===== src/rtl/sat_pkg.sv =====
package sat_pkg;

  localparam int VALUE_W = 32;
  localparam int POS_W   = 6;
  localparam int COUNT_W = 7;

  typedef enum logic [1:0] {
    CMD_INSERT = 2'd0,
    CMD_REMOVE = 2'd1,
    CMD_SEARCH = 2'd2,
    CMD_NOP    = 2'd3
  } cmd_t;

  typedef enum logic [1:0] {
    ST_OK     = 2'd0,
    ST_FULL   = 2'd1,
    ST_EMPTY  = 2'd2,
    ST_ABSENT = 2'd3
  } status_t;

  typedef enum logic [1:0] {
    OP_HOLD   = 2'd0,
    OP_INSERT = 2'd1,
    OP_REMOVE = 2'd2
  } cell_op_t;

  // Broadcast to every cell during the execute cycle.
  typedef struct packed {
    cell_op_t                   op;
    logic signed [VALUE_W-1:0]  value;
  } cell_ctrl_t;

endpackage


===== src/rtl/sat_cell.sv =====
module sat_cell import sat_pkg::*; (
  input  logic                      clk,
  input  logic                      cmp_en,
  input  logic                      occ,
  input  logic                      tail,
  input  logic signed [VALUE_W-1:0] cmp_value,
  input  cell_ctrl_t                ctrl,
  input  logic signed [VALUE_W-1:0] left_entry,
  input  logic                      left_ins,
  input  logic signed [VALUE_W-1:0] right_entry,
  output logic signed [VALUE_W-1:0] entry,
  output logic                      ins,
  output logic                      eq
);

  logic signed [VALUE_W-1:0] entry_r;
  logic                      ge_r;
  logic                      eq_r;
  logic                      tail_r;

  // compare flags, taken on the transfer cycle
  always_ff @(posedge clk) begin
    if (cmp_en) begin
      ge_r   <= occ && (entry_r >= cmp_value);
      eq_r   <= occ && (entry_r == cmp_value);
      tail_r <= tail;
    end
  end

  // insert span runs from the first entry >= value up to the tail slot
  assign ins = ge_r | tail_r;

  always_ff @(posedge clk) begin
    case (ctrl.op)
      OP_INSERT: begin
        if (ins) begin
          entry_r <= left_ins ? left_entry : ctrl.value;
        end
      end
      OP_REMOVE: begin
        if (ge_r) begin
          entry_r <= right_entry;
        end
      end
      default: begin
      end
    endcase
  end

  assign entry = entry_r;
  assign eq    = eq_r;

endmodule


===== config.mk =====
export PLATFORM = sky130hd
export DESIGN_NAME = sat_cell
export DESIGN_NICKNAME = d
export VERILOG_FILES = /design/src/rtl/sat_pkg.sv /design/src/rtl/sat_cell.sv
export SDC_FILE = /design/constraint.sdc
export NUM_CORES = 1
export LEC_CHECK = 0
export ABC_AREA = 1
export BUFFER_PORTS_ARGS = -buffer_cell sky130_fd_sc_hd__buf_2
export CORE_ASPECT_RATIO = 1.2
export CORE_MARGIN = 1
export CORE_UTILIZATION = 40
export DETAILED_ROUTE_END_ITERATION = 7
export GPL_TIMING_DRIVEN = 0
export PLACE_DENSITY_LB_ADDON = 0.3
export SKIP_LAST_GASP = 1
export SYNTH_ARGS = -nofsm -noshare
export SYNTH_HDL_FRONTEND = slang
export SYNTH_SLANG_ARGS = --single-unit

===== constraint.sdc =====
create_clock -name clk -period 5.7 [get_ports clk]
set_input_delay 1.14 -clock clk [delete_from_list [all_inputs] [get_ports clk]]
set_output_delay 1.14 -clock clk [all_outputs]
set_load 0.02 [all_outputs]

-- After elaboration in Yosys (flattened, before gate mapping)
Cells that the tools add are included.
- flip-flop bits (word level): 35
- reduce and logical (&&, ||, !) cells: 4
- equality and inequality tests: 5
- bitwise gates (word level): 1
- order comparisons: 1
- muxes and demuxes: 4
- operator list (kind ; number):
    $mux 32 ; 3
    $pmux 32 s2 ; 1
    $eq 32x32->1 ; 1
    $ge 32x32->1 ; 1
    $ne 2x2->1 const B ; 2
    $reduce_and 3->1 ; 1
    $eq 2x1->1 const B ; 1
    $eq 2x2->1 const B ; 1
    $logic_and 1x1->1 ; 2
    $reduce_bool 2->1 ; 1
    $or 1x1->1 ; 1

-- Logic depth before layout (Yosys ltp)
Gate-level depths: netlist (run 1).
- word-level depth: 3
- gate-level depth with buffers: 16
- depth with buffers taken out: 16

-- Worst setup path after synthesis (run 1)
No wires, ideal clock.
- path type: input to register
- start: input port ctrl[33] in the netlist's numbering
- end: register entry_r[0] (netlist: entry[0]), enable pin
- slack: 2.116 ns
- data arrival time: 3.159 ns
- setup time: 0.425 ns
- stages on the path: 5
- data required time: 5.275 ns
- cells stage by stage: inv_1 > or2_1 > buf_4 > buf_4 > o21ai_1
- word-level cells in the longest chain between the ends: 3
- elaborated cells on any way between the ends: 6
- ends and longest elaborated chain (element ; RTL line ; RTL):
    from (decl) ; sat_cell.sv:7 ; input cell_ctrl_t ctrl,
    $eq 2x2->1 / $eq 2x1->1 (equally long branches) ; sat_cell.sv:34 ; case (ctrl.op)
    $ne 2x2->1 (no source line) / $reduce_bool 2->1 (equally long branches) ; -- ;
    $reduce_and 3->1 (no source line) * ; -- ;
    to (signal assigned) ; sat_cell.sv:37 ; entry_r <= left_ins ? left_entry : ctrl.value;
    to (signal assigned) ; sat_cell.sv:42 ; entry_r <= right_entry;
    to (decl) ; sat_cell.sv:16 ; logic signed [VALUE_W-1:0] entry_r;
Mark *: on every way between the ends. The rest lies on a longest branch, timed or not.
A chain may end at the register's enable or synchronous reset.

-- Final worst setup path (run 1)
- start: input port ctrl[32] in the netlist's numbering
- end: register entry_r[13] (netlist: entry[13]), enable pin
The elaborated chain is that of the path after synthesis.

==> run_results.csv, run 1 <==
group,metric,value,unit
outcome,outcome,"completed",
clock_tree,hold_buffers,0,
routing,vias_per_cell,4.75,
placement,port_buffers,167,
setup_path,r2r_start,"entry[15]",
clock_tree,clock_latency,0.28,ns
setup_path,arrival,2.46,ns
yosys,syn_avg_cell_area,7.88,µm²
hold_path,min_from,"ge_r",
timing,drv_slew,0,
clock_tree,clkSinkCount,35,
yosys,synth-seq-area-share,40.0,%
power,p_per_area,191,nW/µm²
die,die_w,76.0,µm
hold_path,hold_path.class,"flop to flop",
routing,wl_met1,2.85,mm
hold_path,holdPathStages,2,
clock_tree,clkSlewWorstSetupHoldPaths,0.07,ns
routing,highest_layer,"met4",
clock_tree,clock_path_buffers,2,
placement,dp_hpwl,6.07,mm
global_routing,overflow,0,
yosys,synthCells,333,
setup_path,path_max_fanout,23,
setup_path,crit_buf_inv,4,
finish,final_net_count,675,
setup_path,reg2reg_depth,9,
finish,antenna_cells,0,
finish,fill_cells,581,
timing,fin_skew,0.00593,ns
setup_path,cp-end-kind,"flop",
hold_path,hold-path-endpoint,"entry[1]",
routing,num_vias,2806,
clock_tree,cts_root_buffer,"clkbuf_8",
setup_path,path_cells,"buf_2 > or2_1 > buf_4 > buf_4 > o21ai_4 > buf_16",
clock_tree,cts_inserted_buffers,5,
setup_path,cp_top_family,"buffers and inverters",
routing,wl_met2,3.92,mm
yosys,synth_cell_types,26,
timing,rsz0062_at_grt,"false",
routing,drt_iter0_markers,119,
timing,fmax,404,MHz
global_routing,antenna_found_initial,0,
timing,tightest_slew,0.502,ns
setup_path,critPathMostFrequentCell,"buf_4",
placement,postPlaceCellArea,3600,µm²
yosys,synth_seq_cells,35,
yosys,ys.warnings.count,0,
routing,wl_met3,335,µm
clock_tree,ctsResizeCount,0,
power,ir_worst_vdd,0.134,mV
yosys,synthesis.nets,500,
die,fp-row-count,31,
routing,wire_per_inst,12.2,µm
clock_tree,cts_tree,"done",
die,die_area,6890,µm²
routing,route.detailed.drc,0,
timing,setup_viol,0,
routing,totalWireLength,7.19,mm
placement,place_congestion,0.849,
clock_tree,postCtsSetupRepairBufs,0,
setup_path,cp_slowest_cell,"o21ai_4",
die,start_util,42.6,%
clock_tree,ctsHtreeMaxLevel,2,
setup_path,max_stage_delay,0.36,ns
setup_path,crit_type,"input pin to flop",
timing,layout_worst_path_cycle_share,43.4,%
finish,syn2layout_area_growth,40.3,%
routing,ant_nets,0,
die,coreArea,6170,µm²
global_routing,grt_pass1_wl,11.5,mm
timing,relSlewSlack,66.5,%
setup_path,r2r_setup_slack,3.93,ns
timing,period_needed,2.48,ns
die,die_h,90.7,µm
setup_path,start_kind,"input pin",
global_routing,grt_pass1_vias,2773,
die,io_pins,169,
routing,first_pass_iters,4,
finish,drive_above_1_share,38.7,%
setup_path,required,5.68,ns
job,cap_viol_max_count,0,
global_routing,grtUsageTotal,20.8,%
finish,final_area,3680,µm²
global_routing,grt_max_degree,24,
yosys,syn_area,2630,µm²
setup_path,reg2reg_to,"ge_r",
timing,tns,0,ns
power,p_leak,1.99,nW
timing,final_hold_viol_count,0,
## worst max-delay path by stage
stage                   from         to  slack [ns]  cells past startpoint
floorplan           ctrl[33]   entry[0]        2.12                      5
global placement    ctrl[32]   entry[8]        1.30                      5
detailed placement  ctrl[32]   entry[8]        2.92                      6
CTS                 ctrl[32]   entry[8]        3.22                      6
global route        ctrl[32]  entry[13]        3.15                      6
finish              ctrl[32]  entry[13]        3.22                      6
## metal layers
metal  up-vias  track usage (%)
met1      1252             21.6
met5         -                0
met3         9             2.42
li1       1448                -
met4         0             6.57
met2        97             42.4
## stage by stage
stage | worst slack, ns | util (%) | std cells | hold slack [ns] | total power, W
finish | 3.22 | 59.7 | 591 | 0.850 | 0.000705
CTS | 3.22 | 59.7 | 591 | 0.850 | 0.000713
detailed placement | 2.92 | 58.4 | 583 | 0.833 | 0.000543
floorplan | 2.12 | - | 333 | 0.936 | 0.000449
global placement | 1.30 | 57.8 | 582 | 0.836 | 0.000532
global route | 3.15 | 59.7 | 591 | 0.887 | 0.000748
## sequential cells by signal (all words and copies together) (netlist names)
name and cells:
ge_r 1, eq 1, entry 32, tail_r 1
## kinds of logic (layout without fill, tap and decap cells)
group / count (synthesis) / in the layout / synth area share, %
AO/OA/AOI/OAI: 52 / 52 / 11.9
adder cells (fa/ha/maj): 32 / 32 / 15.3
buffers and inverters: 60 / 236 / 9.53
flip-flops: 35 / 35 / 40.0
AND/OR/NAND/NOR: 154 / 154 / 23.3
## cell type report
type                            count  area (µm²)  share of cell area [%]
Timing Repair Buffer              168         863                    23.4
Inverter                           46         173                    4.69
Clock buffer                        7        76.3                    2.07
Sequential cell                    35        1050                    28.5
Clock inverter                      1        5.00                   0.136
Buffer                             14        77.6                    2.11
Tap cell                           82         103                    2.79
Multi-Input combinational cell    238        1340                    36.2
## synth_stat cells
| cell type | instances | share of area, % |
|---|---|---|
| nand2_1 | 102 | 15 |
| a21oi_2 | 1 | 0.33 |
| nor3_1 | 1 | 0.19 |
| a21oi_1 | 13 | 2.5 |
| a21o_1 | 1 | 0.29 |
| nand4_1 | 1 | 0.24 |
| buf_2 | 5 | 0.95 |
| a31oi_1 | 32 | 7.6 |
| buf_4 | 5 | 1.4 |
| inv_2 | 5 | 0.72 |
| nand4_2 | 1 | 0.48 |
| o21a_1 | 2 | 0.57 |
| inv_1 | 40 | 5.7 |
| nand2_2 | 1 | 0.24 |
| ha_1 | 32 | 15 |
| or2_1 | 1 | 0.24 |
| o21ai_1 | 1 | 0.19 |
| clkinv_1 | 1 | 0.14 |
| o21ai_0 | 2 | 0.38 |
| nand3_1 | 4 | 0.76 |
| and2_2 | 1 | 0.29 |
| clkbuf_1 | 4 | 0.57 |
| edfxtp_1 | 35 | 40 |
| nor2_2 | 2 | 0.48 |
| nor2_1 | 39 | 5.6 |
| or2_2 | 1 | 0.24 |
## power breakdown
group	switching, W	internal [W]	leakage [nW]
sequential	0.0000102	0.000311	0.331
clock	0.0000835	0.0000857	0.0422
combinational	0.000119	0.0000957	1.61
## cell usage in the layout, fill, tap and decap left out
master	Yosys	layout
a21o_1	1	1
a21oi_1	13	13
a21oi_2	1	1
a31oi_1	32	32
and2_2	1	1
buf_16	0	1
buf_2	5	172
buf_4	5	5
clkbuf_1	4	6
clkbuf_8	0	5
clkinv_1	1	1
clkinv_2	0	1
edfxtp_1	35	35
ha_1	32	32
inv_1	40	40
inv_2	5	5
nand2_1	102	102
nand2_2	1	1
nand3_1	4	4
nand4_1	1	1
nand4_2	1	1
nor2_1	39	39
nor2_2	2	2
nor3_1	1	1
o21a_1	2	2
o21ai_0	2	2
o21ai_4	0	1
or2_1	1	1
or2_2	1	1
## worst register-to-register path, stage by stage, from the launching register on
cell and delay, ns:
edfxtp_1 0.39, ha_1 0.30, a21oi_1 0.15, o21ai_0 0.11, a21oi_1 0.21, nand2_1 0.09
nand2_1 0.08, nand3_1 0.07, nand3_1 0.08, nand2_1 0.05
No activity file was read; power rests on OpenSTA's default activity.
==> inputs of run 2 (changes only) <==
==> constraint.sdc (replaced) <==
create_clock -name clk -period 2.5 [get_ports clk]
set_input_delay 0.5 -clock clk [delete_from_list [all_inputs] [get_ports clk]]
set_output_delay 0.5 -clock clk [all_outputs]
set_load 0.02 [all_outputs]
==> run_results.csv, run 2 (same netlist as run 1, synthesis figures left out) <==
group,metric,value,unit
timing,final_hold_viol_count,0,
timing,layout_worst_path_cycle_share,80.2,%
clock_tree,clock_latency,0.28,ns
finish,utilization,59.7,%
global_routing,grtUsageTotal,21.3,%
power,p_per_area,438,nW/µm²
setup_path,r2r_start,"entry[11]",
placement,dp_hpwl,6.11,mm
clock_tree,cts_root_buffer,"clkbuf_8",
power,pwr-share-clk,24.3,%
outcome,outcome,"completed",
die,die_h,90.7,µm
finish,finalNonFillerCells,591,
routing,totalWireLength,7.23,mm
hold_path,min_from,"tail",
clock_tree,ctsHtreeMaxLevel,2,
routing,route.detailed.drc,0,
timing,tightest_slew,0.658,ns
power,p_seq_share,45.3,%
routing,ant_nets,0,
hold_path,hold-path-endpoint,"tail_r",
placement,place_congestion,0.847,
setup_path,critPathMostFrequentCell,"buf_4",
power,p_switching,0.000497,W
hold_path,holdPathStages,1,
setup_path,required,2.50,ns
die,fp-row-count,31,
clock_tree,clkSinkCount,35,
placement,port_buffers,167,
setup_path,start_kind,"input pin",
finish,final_common_cell,"buf_2",
die,die_area,6890,µm²
global_routing,grt_max_degree,18,
clock_tree,cts_inserted_buffers,5,
setup_path,arrival,2.00,ns
clock_tree,clock_path_buffers,2,
finish,antenna_cells,0,
setup_path,r2r_setup_slack,0.73,ns
placement,pre_cts_slack,0.171,ns
setup_path,crit_type,"input pin to flop",
power,ir_worst_vdd,0.237,mV
setup_path,cp-end-kind,"flop",
finish,largest_register_ffs,32,
global_routing,antenna_found_initial,0,
setup_path,reg2reg_depth,9,
clock_tree,postCtsSetupRepairBufs,0,
die,coreArea,6170,µm²
routing,drt_iter0_markers,128,
setup_path,cp_slowest_cell,"o21ai_4",
global_routing,overflow,0,
global_routing,grt_pass1_wl,11.8,mm
setup_path,path_max_fanout,17,
timing,period_needed,2.01,ns
clock_tree,clkSlewWorstSetupHoldPaths,0.07,ns
timing,relSlewSlack,56.0,%
routing,first_pass_iters,5,
finish,final_net_count,675,
die,die_w,76.0,µm
finish,drive_above_1_share,38.5,%
routing,vias_per_cell,4.73,
power,combPwrFrac,30.3,%
setup_path,reg2reg_to,"ge_r",
timing,fmax,499,MHz
die,io_pins,169,
job,cap_viol_max_count,0,
die,start_util,42.6,%
hold_path,hold_path.class,"input pin to flop",
timing,rsz0062_at_grt,"false",
power,p_leak,1.98,nW
routing,wire_per_inst,12.2,µm
placement,dp.cells,583,
clock_tree,ctsResizeCount,0,
setup_path,max_stage_delay,0.53,ns
timing,setup_slack,0.494,ns
timing,drv_slew,0,
setup_path,path_cells,"buf_2 > or2_1 > buf_4 > buf_4 > o21ai_4 > buf_16",
clock_tree,cts_tree,"done",
timing,fin_skew,0.00219,ns
setup_path,cp-startpoint,"ctrl[32]",
timing,fin_hold_ws,0.396,ns
power,switching_share,30.8,%
clock_tree,hold_buffers,0,
routing,num_vias,2798,
global_routing,grt_pass1_vias,2800,
finish,final_cell_mix,"buf_2 (172), nand2_1 (102), inv_1 (40), nor2_1 (39), edfxtp_1 (35)",
finish,syn2layout_area_growth,40.3,%
timing,setup_viol,0,
power,p_int,0.00112,W
## run 2: cell count changes in the layout (fill, tap and decap cells not counted), sizes merged
| cell | before | now |
|---|---|---|
| clkbuf | 11 | 10 |
| clkinv | 2 | 3 |
## run 2: worst max-delay path by stage
stage	end	slack [ns]
floorplan	entry[0]	0.17
global placement	entry[15]	-0.36
detailed placement	entry[17]	0.17
CTS	entry[20]	0.48
global route	entry[20]	0.40
finish	entry[16]	0.49
## run 2: cell type report
type | instances | area [µm²]
Clock buffer | 6 | 72.6
Multi-Input combinational cell | 238 | 1340
Inverter | 46 | 173
Clock inverter | 2 | 7.51
Buffer | 14 | 77.6
Tap cell | 82 | 103
Sequential cell | 35 | 1050
Fill cell | 610 | 2480
Timing Repair Buffer | 168 | 863
## run 2: metal layers
metal,GRT usage [%],share of wire (%),vias to the layer above
met3,4.24,5.2,10
met1,23.1,40,1243
li1,-,-,1449
met4,7.37,1.3,0
met5,0,0,-
met2,40.7,54,96
## run 2: metrics by stage
step           power [W]  setup TNS [ns]  instance area (µm²)
5_1_grt          0.00171               0                 3680
4_1_cts          0.00163               0                 3680
2_1_floorplan    0.00102               0                 2630
3_3_place_gp     0.00121          -11.44                 3570
3_5_place_dp     0.00124               0                 3600
6_report         0.00161               0                 3680
## run 2: critical path, delay by kind of cell
family / cells / cell delay (ns)
AND/OR/NAND/NOR: 1 / 0.26
buffers and inverters: 4 / 0.70
AO/OA/AOI/OAI: 1 / 0.53
## run 2: power by group through the flow
stage                     clock network (W)  logic (W)  registers (W)
final                              0.000393   0.000489       0.000731
after global routing               0.000420   0.000554       0.000737
after CTS                          0.000404   0.000494       0.000732
after detailed placement                  0   0.000492       0.000745
after global placement                    0   0.000466       0.000744
after floorplan                           0   0.000231       0.000792
==> inputs of run 3 (changes only) <==
--- a/config.mk
+++ b/config.mk
@@ -5,11 +5,11 @@
 export SDC_FILE = /design/constraint.sdc
 export NUM_CORES = 1
 export LEC_CHECK = 0
-export ABC_AREA = 1
+export ABC_AREA = 0
 export BUFFER_PORTS_ARGS = -buffer_cell sky130_fd_sc_hd__buf_2
 export CORE_ASPECT_RATIO = 1.2
 export CORE_MARGIN = 1
-export CORE_UTILIZATION = 40
+export CORE_UTILIZATION = 39
 export DETAILED_ROUTE_END_ITERATION = 7
 export GPL_TIMING_DRIVEN = 0
 export PLACE_DENSITY_LB_ADDON = 0.3
==> constraint.sdc (replaced) <==
create_clock -name clk -period 1.7 [get_ports clk]
set_input_delay 0.34 -clock clk [delete_from_list [all_inputs] [get_ports clk]]
set_output_delay 0.34 -clock clk [all_outputs]
set_load 0.02 [all_outputs]
==> run_results.csv, run 3 <==
group,metric,value,unit
finish,final_area,3860,µm²
hold_path,hold_path.class,"input pin to flop",
yosys,synth_top_area_share,40.4,%
yosys,synthCells,266,
die,die_w,76.5,µm
clock_tree,ctsHtreeMaxLevel,2,
placement,port_buffers,167,
clock_tree,clock_path_buffers,2,
outcome,violations,"setup timing",
routing,wire_per_inst,14.3,µm
setup_path,crit_type,"flop to flop",
finish,final_cell_mix,"buf_2 (168), nand2_1 (39), edfxtp_1 (35), o21ai_0 (34), inv_1 (33)",
timing,relSlewSlack,51.2,%
timing,layout_worst_path_cycle_share,121,%
timing,drv_slew,0,
finish,syn2layout_area_growth,48.5,%
die,io_pins,169,
yosys,synthTopCellsByArea,"edfxtp_1 (40%), ha_1 (15%), mux2i_1 (12%)",
clock_tree,clkSlewWorstSetupHoldPaths,0.07,ns
timing,setup_slack,-0.357,ns
timing,tightest_slew,0.732,ns
routing,vias_per_cell,4.99,
global_routing,grt_pass1_vias,2783,
placement,postPlaceCellArea,3640,µm²
yosys,synth-seq-area-share,40.4,%
yosys,syn_avg_cell_area,9.77,µm²
job,cap_viol_max_count,0,
clock_tree,clock_latency,0.28,ns
routing,num_vias,2674,
power,ir_worst_vdd,0.388,mV
setup_path,start_kind,"flop",
finish,largest_register_ffs,32,
timing,rsz0062_at_grt,"true",
yosys,synth_seq_cells,35,
yosys,async_reset_ff_share,0,%
global_routing,grt_pass1_wl,12.4,mm
placement,dp_hpwl,5.97,mm
routing,route.detailed.drc,0,
global_routing,overflow,0,
die,coreArea,6450,µm²
placement,place_congestion,0.758,
die,die_area,7000,µm²
global_routing,grt_max_degree,11,
setup_path,path_cells,"ha_4 > nand4_1 > or4_4 > nand2b_4 > o21a_1 > a311oi_2",
yosys,syn_area,2600,µm²
die,start_util,40.3,%
finish,final_common_cell,"buf_2",
finish,drive_above_1_share,46.3,%
routing,drt_iter0_markers,60,
routing,first_pass_iters,4,
setup_path,required,1.81,ns
setup_path,cp_slowest_cell,"or4_4",
setup_path,max_stage_delay,0.53,ns
yosys,synth_area_leader_cell,"edfxtp_1",
yosys,synth_edf_count,35,
setup_path,path_max_fanout,3,
yosys,synth_cell_types,32,
power,p_per_area,626,nW/µm²
timing,fin_hold_ws,0.239,ns
setup_path,cp-end-kind,"flop",
die,die_h,91.4,µm
finish,fill_cells,572,
clock_tree,cts_root_buffer,"clkbuf_8",
clock_tree,cts_tree,"done",
finish,antenna_cells,0,
clock_tree,cts_inserted_buffers,5,
yosys,synth_common_cells,"nand2_1 (40), edfxtp_1 (35), o21ai_0 (35)",
timing,fmax,486,MHz
global_routing,grtUsageTotal,22.8,%
timing,fin_skew,0.00567,ns
routing,ant_nets,0,
yosys,ys.flop_type,"edfxtp_1",
global_routing,antenna_found_initial,0,
outcome,outcome,"finished, violations left",
timing,period_needed,2.06,ns
yosys,synthesis.nets,433,
clock_tree,hold_buffers,0,
clock_tree,clkSinkCount,35,
timing,final_hold_viol_count,0,
power,p_leak,1.95,nW
setup_path,cp_top_family,"simple AND/OR/NAND/NOR gates",
die,fp-row-count,32,
setup_path,crit_buf_inv,0,
timing,setup_viol,2,
routing,totalWireLength,7.67,mm
finish,final_net_count,617,
yosys,ys.warnings.count,0,
setup_path,arrival,2.17,ns
yosys,yosysMostFrequentCell,"nand2_1",
-- run 3: per-stage QoR --
stage	cells	setup WS (ns)	utilization, %	total power, W	TNS, ns
2_1_floorplan	266	-0.408	-	0.00151	-0.493
5_1_grt	536	-0.432	59.9	0.00256	-0.943
3_5_place_dp	518	-0.579	56.5	0.00182	-22.16
4_1_cts	535	-0.365	59.4	0.00243	-0.620
6_report	536	-0.357	59.9	0.00242	-0.603
3_3_place_gp	518	-0.576	56.5	0.00179	-21.84
-- run 3: cell families after synthesis --
family,Yosys count,synth area share [%]
and+or+nand+nor,63,12.2
adders and majority gates,32,15.4
buffers and inverters,44,6.45
muxes,32,12.3
DFF,35,40.4
AOI/OAI and AO/OA,60,13.2
-- run 3: area by class of cell --
class	count	area, µm²	area share (%)
buffer	11	48.8	1.26
timing repair buffer	174	891	23.1
sequential	35	1050	27.2
inverter	33	124	3.21
clock inverter	2	7.51	0.195
clock buffer	6	72.6	1.88
tap	85	106	2.76
multi-input combinational	190	1560	40.4
-- run 3: worst reg2reg max path, cell delays in order (launching register included) --
cell and delay, ns:
edfxtp_1 0.44, ha_4 0.31, nand4_1 0.10, or4_4 0.53
nand2b_4 0.16, o21a_1 0.17, a311oi_2 0.18
-- run 3: worst paths after layout --
path,startpoint,slack (ns),cells past startpoint,endpoint
min,tail,0.24,1,tail_r
max reg2reg,entry[11],-0.36,6,ge_r
min reg2reg,ge_r,0.87,2,entry[7]
max,entry[11],-0.36,6,ge_r
-- run 3: power breakdown --
part           internal, W  switching, W
logic             0.000353      0.000410
clock network     0.000280      0.000295
registers          0.00104     0.0000372
-- run 3: layer usage --
metal | share of wire [%] | vias up | global-route usage (%)
met1 | 37 | 1234 | 24.1
met5 | 0 | - | 0
met3 | 6.1 | 8 | 5.43
met2 | 55 | 107 | 43.7
met4 | 1.2 | 0 | 7.05
li1 | - | 1325 | -
-- run 3: what timing repair did --
item                                    4_1_cts  5_1_grt
endpoints found under the setup margin       34       10
resized for setup                             9        3
pin swaps                                     5        0
cloned                                        3        0
buffers inserted                              6        1
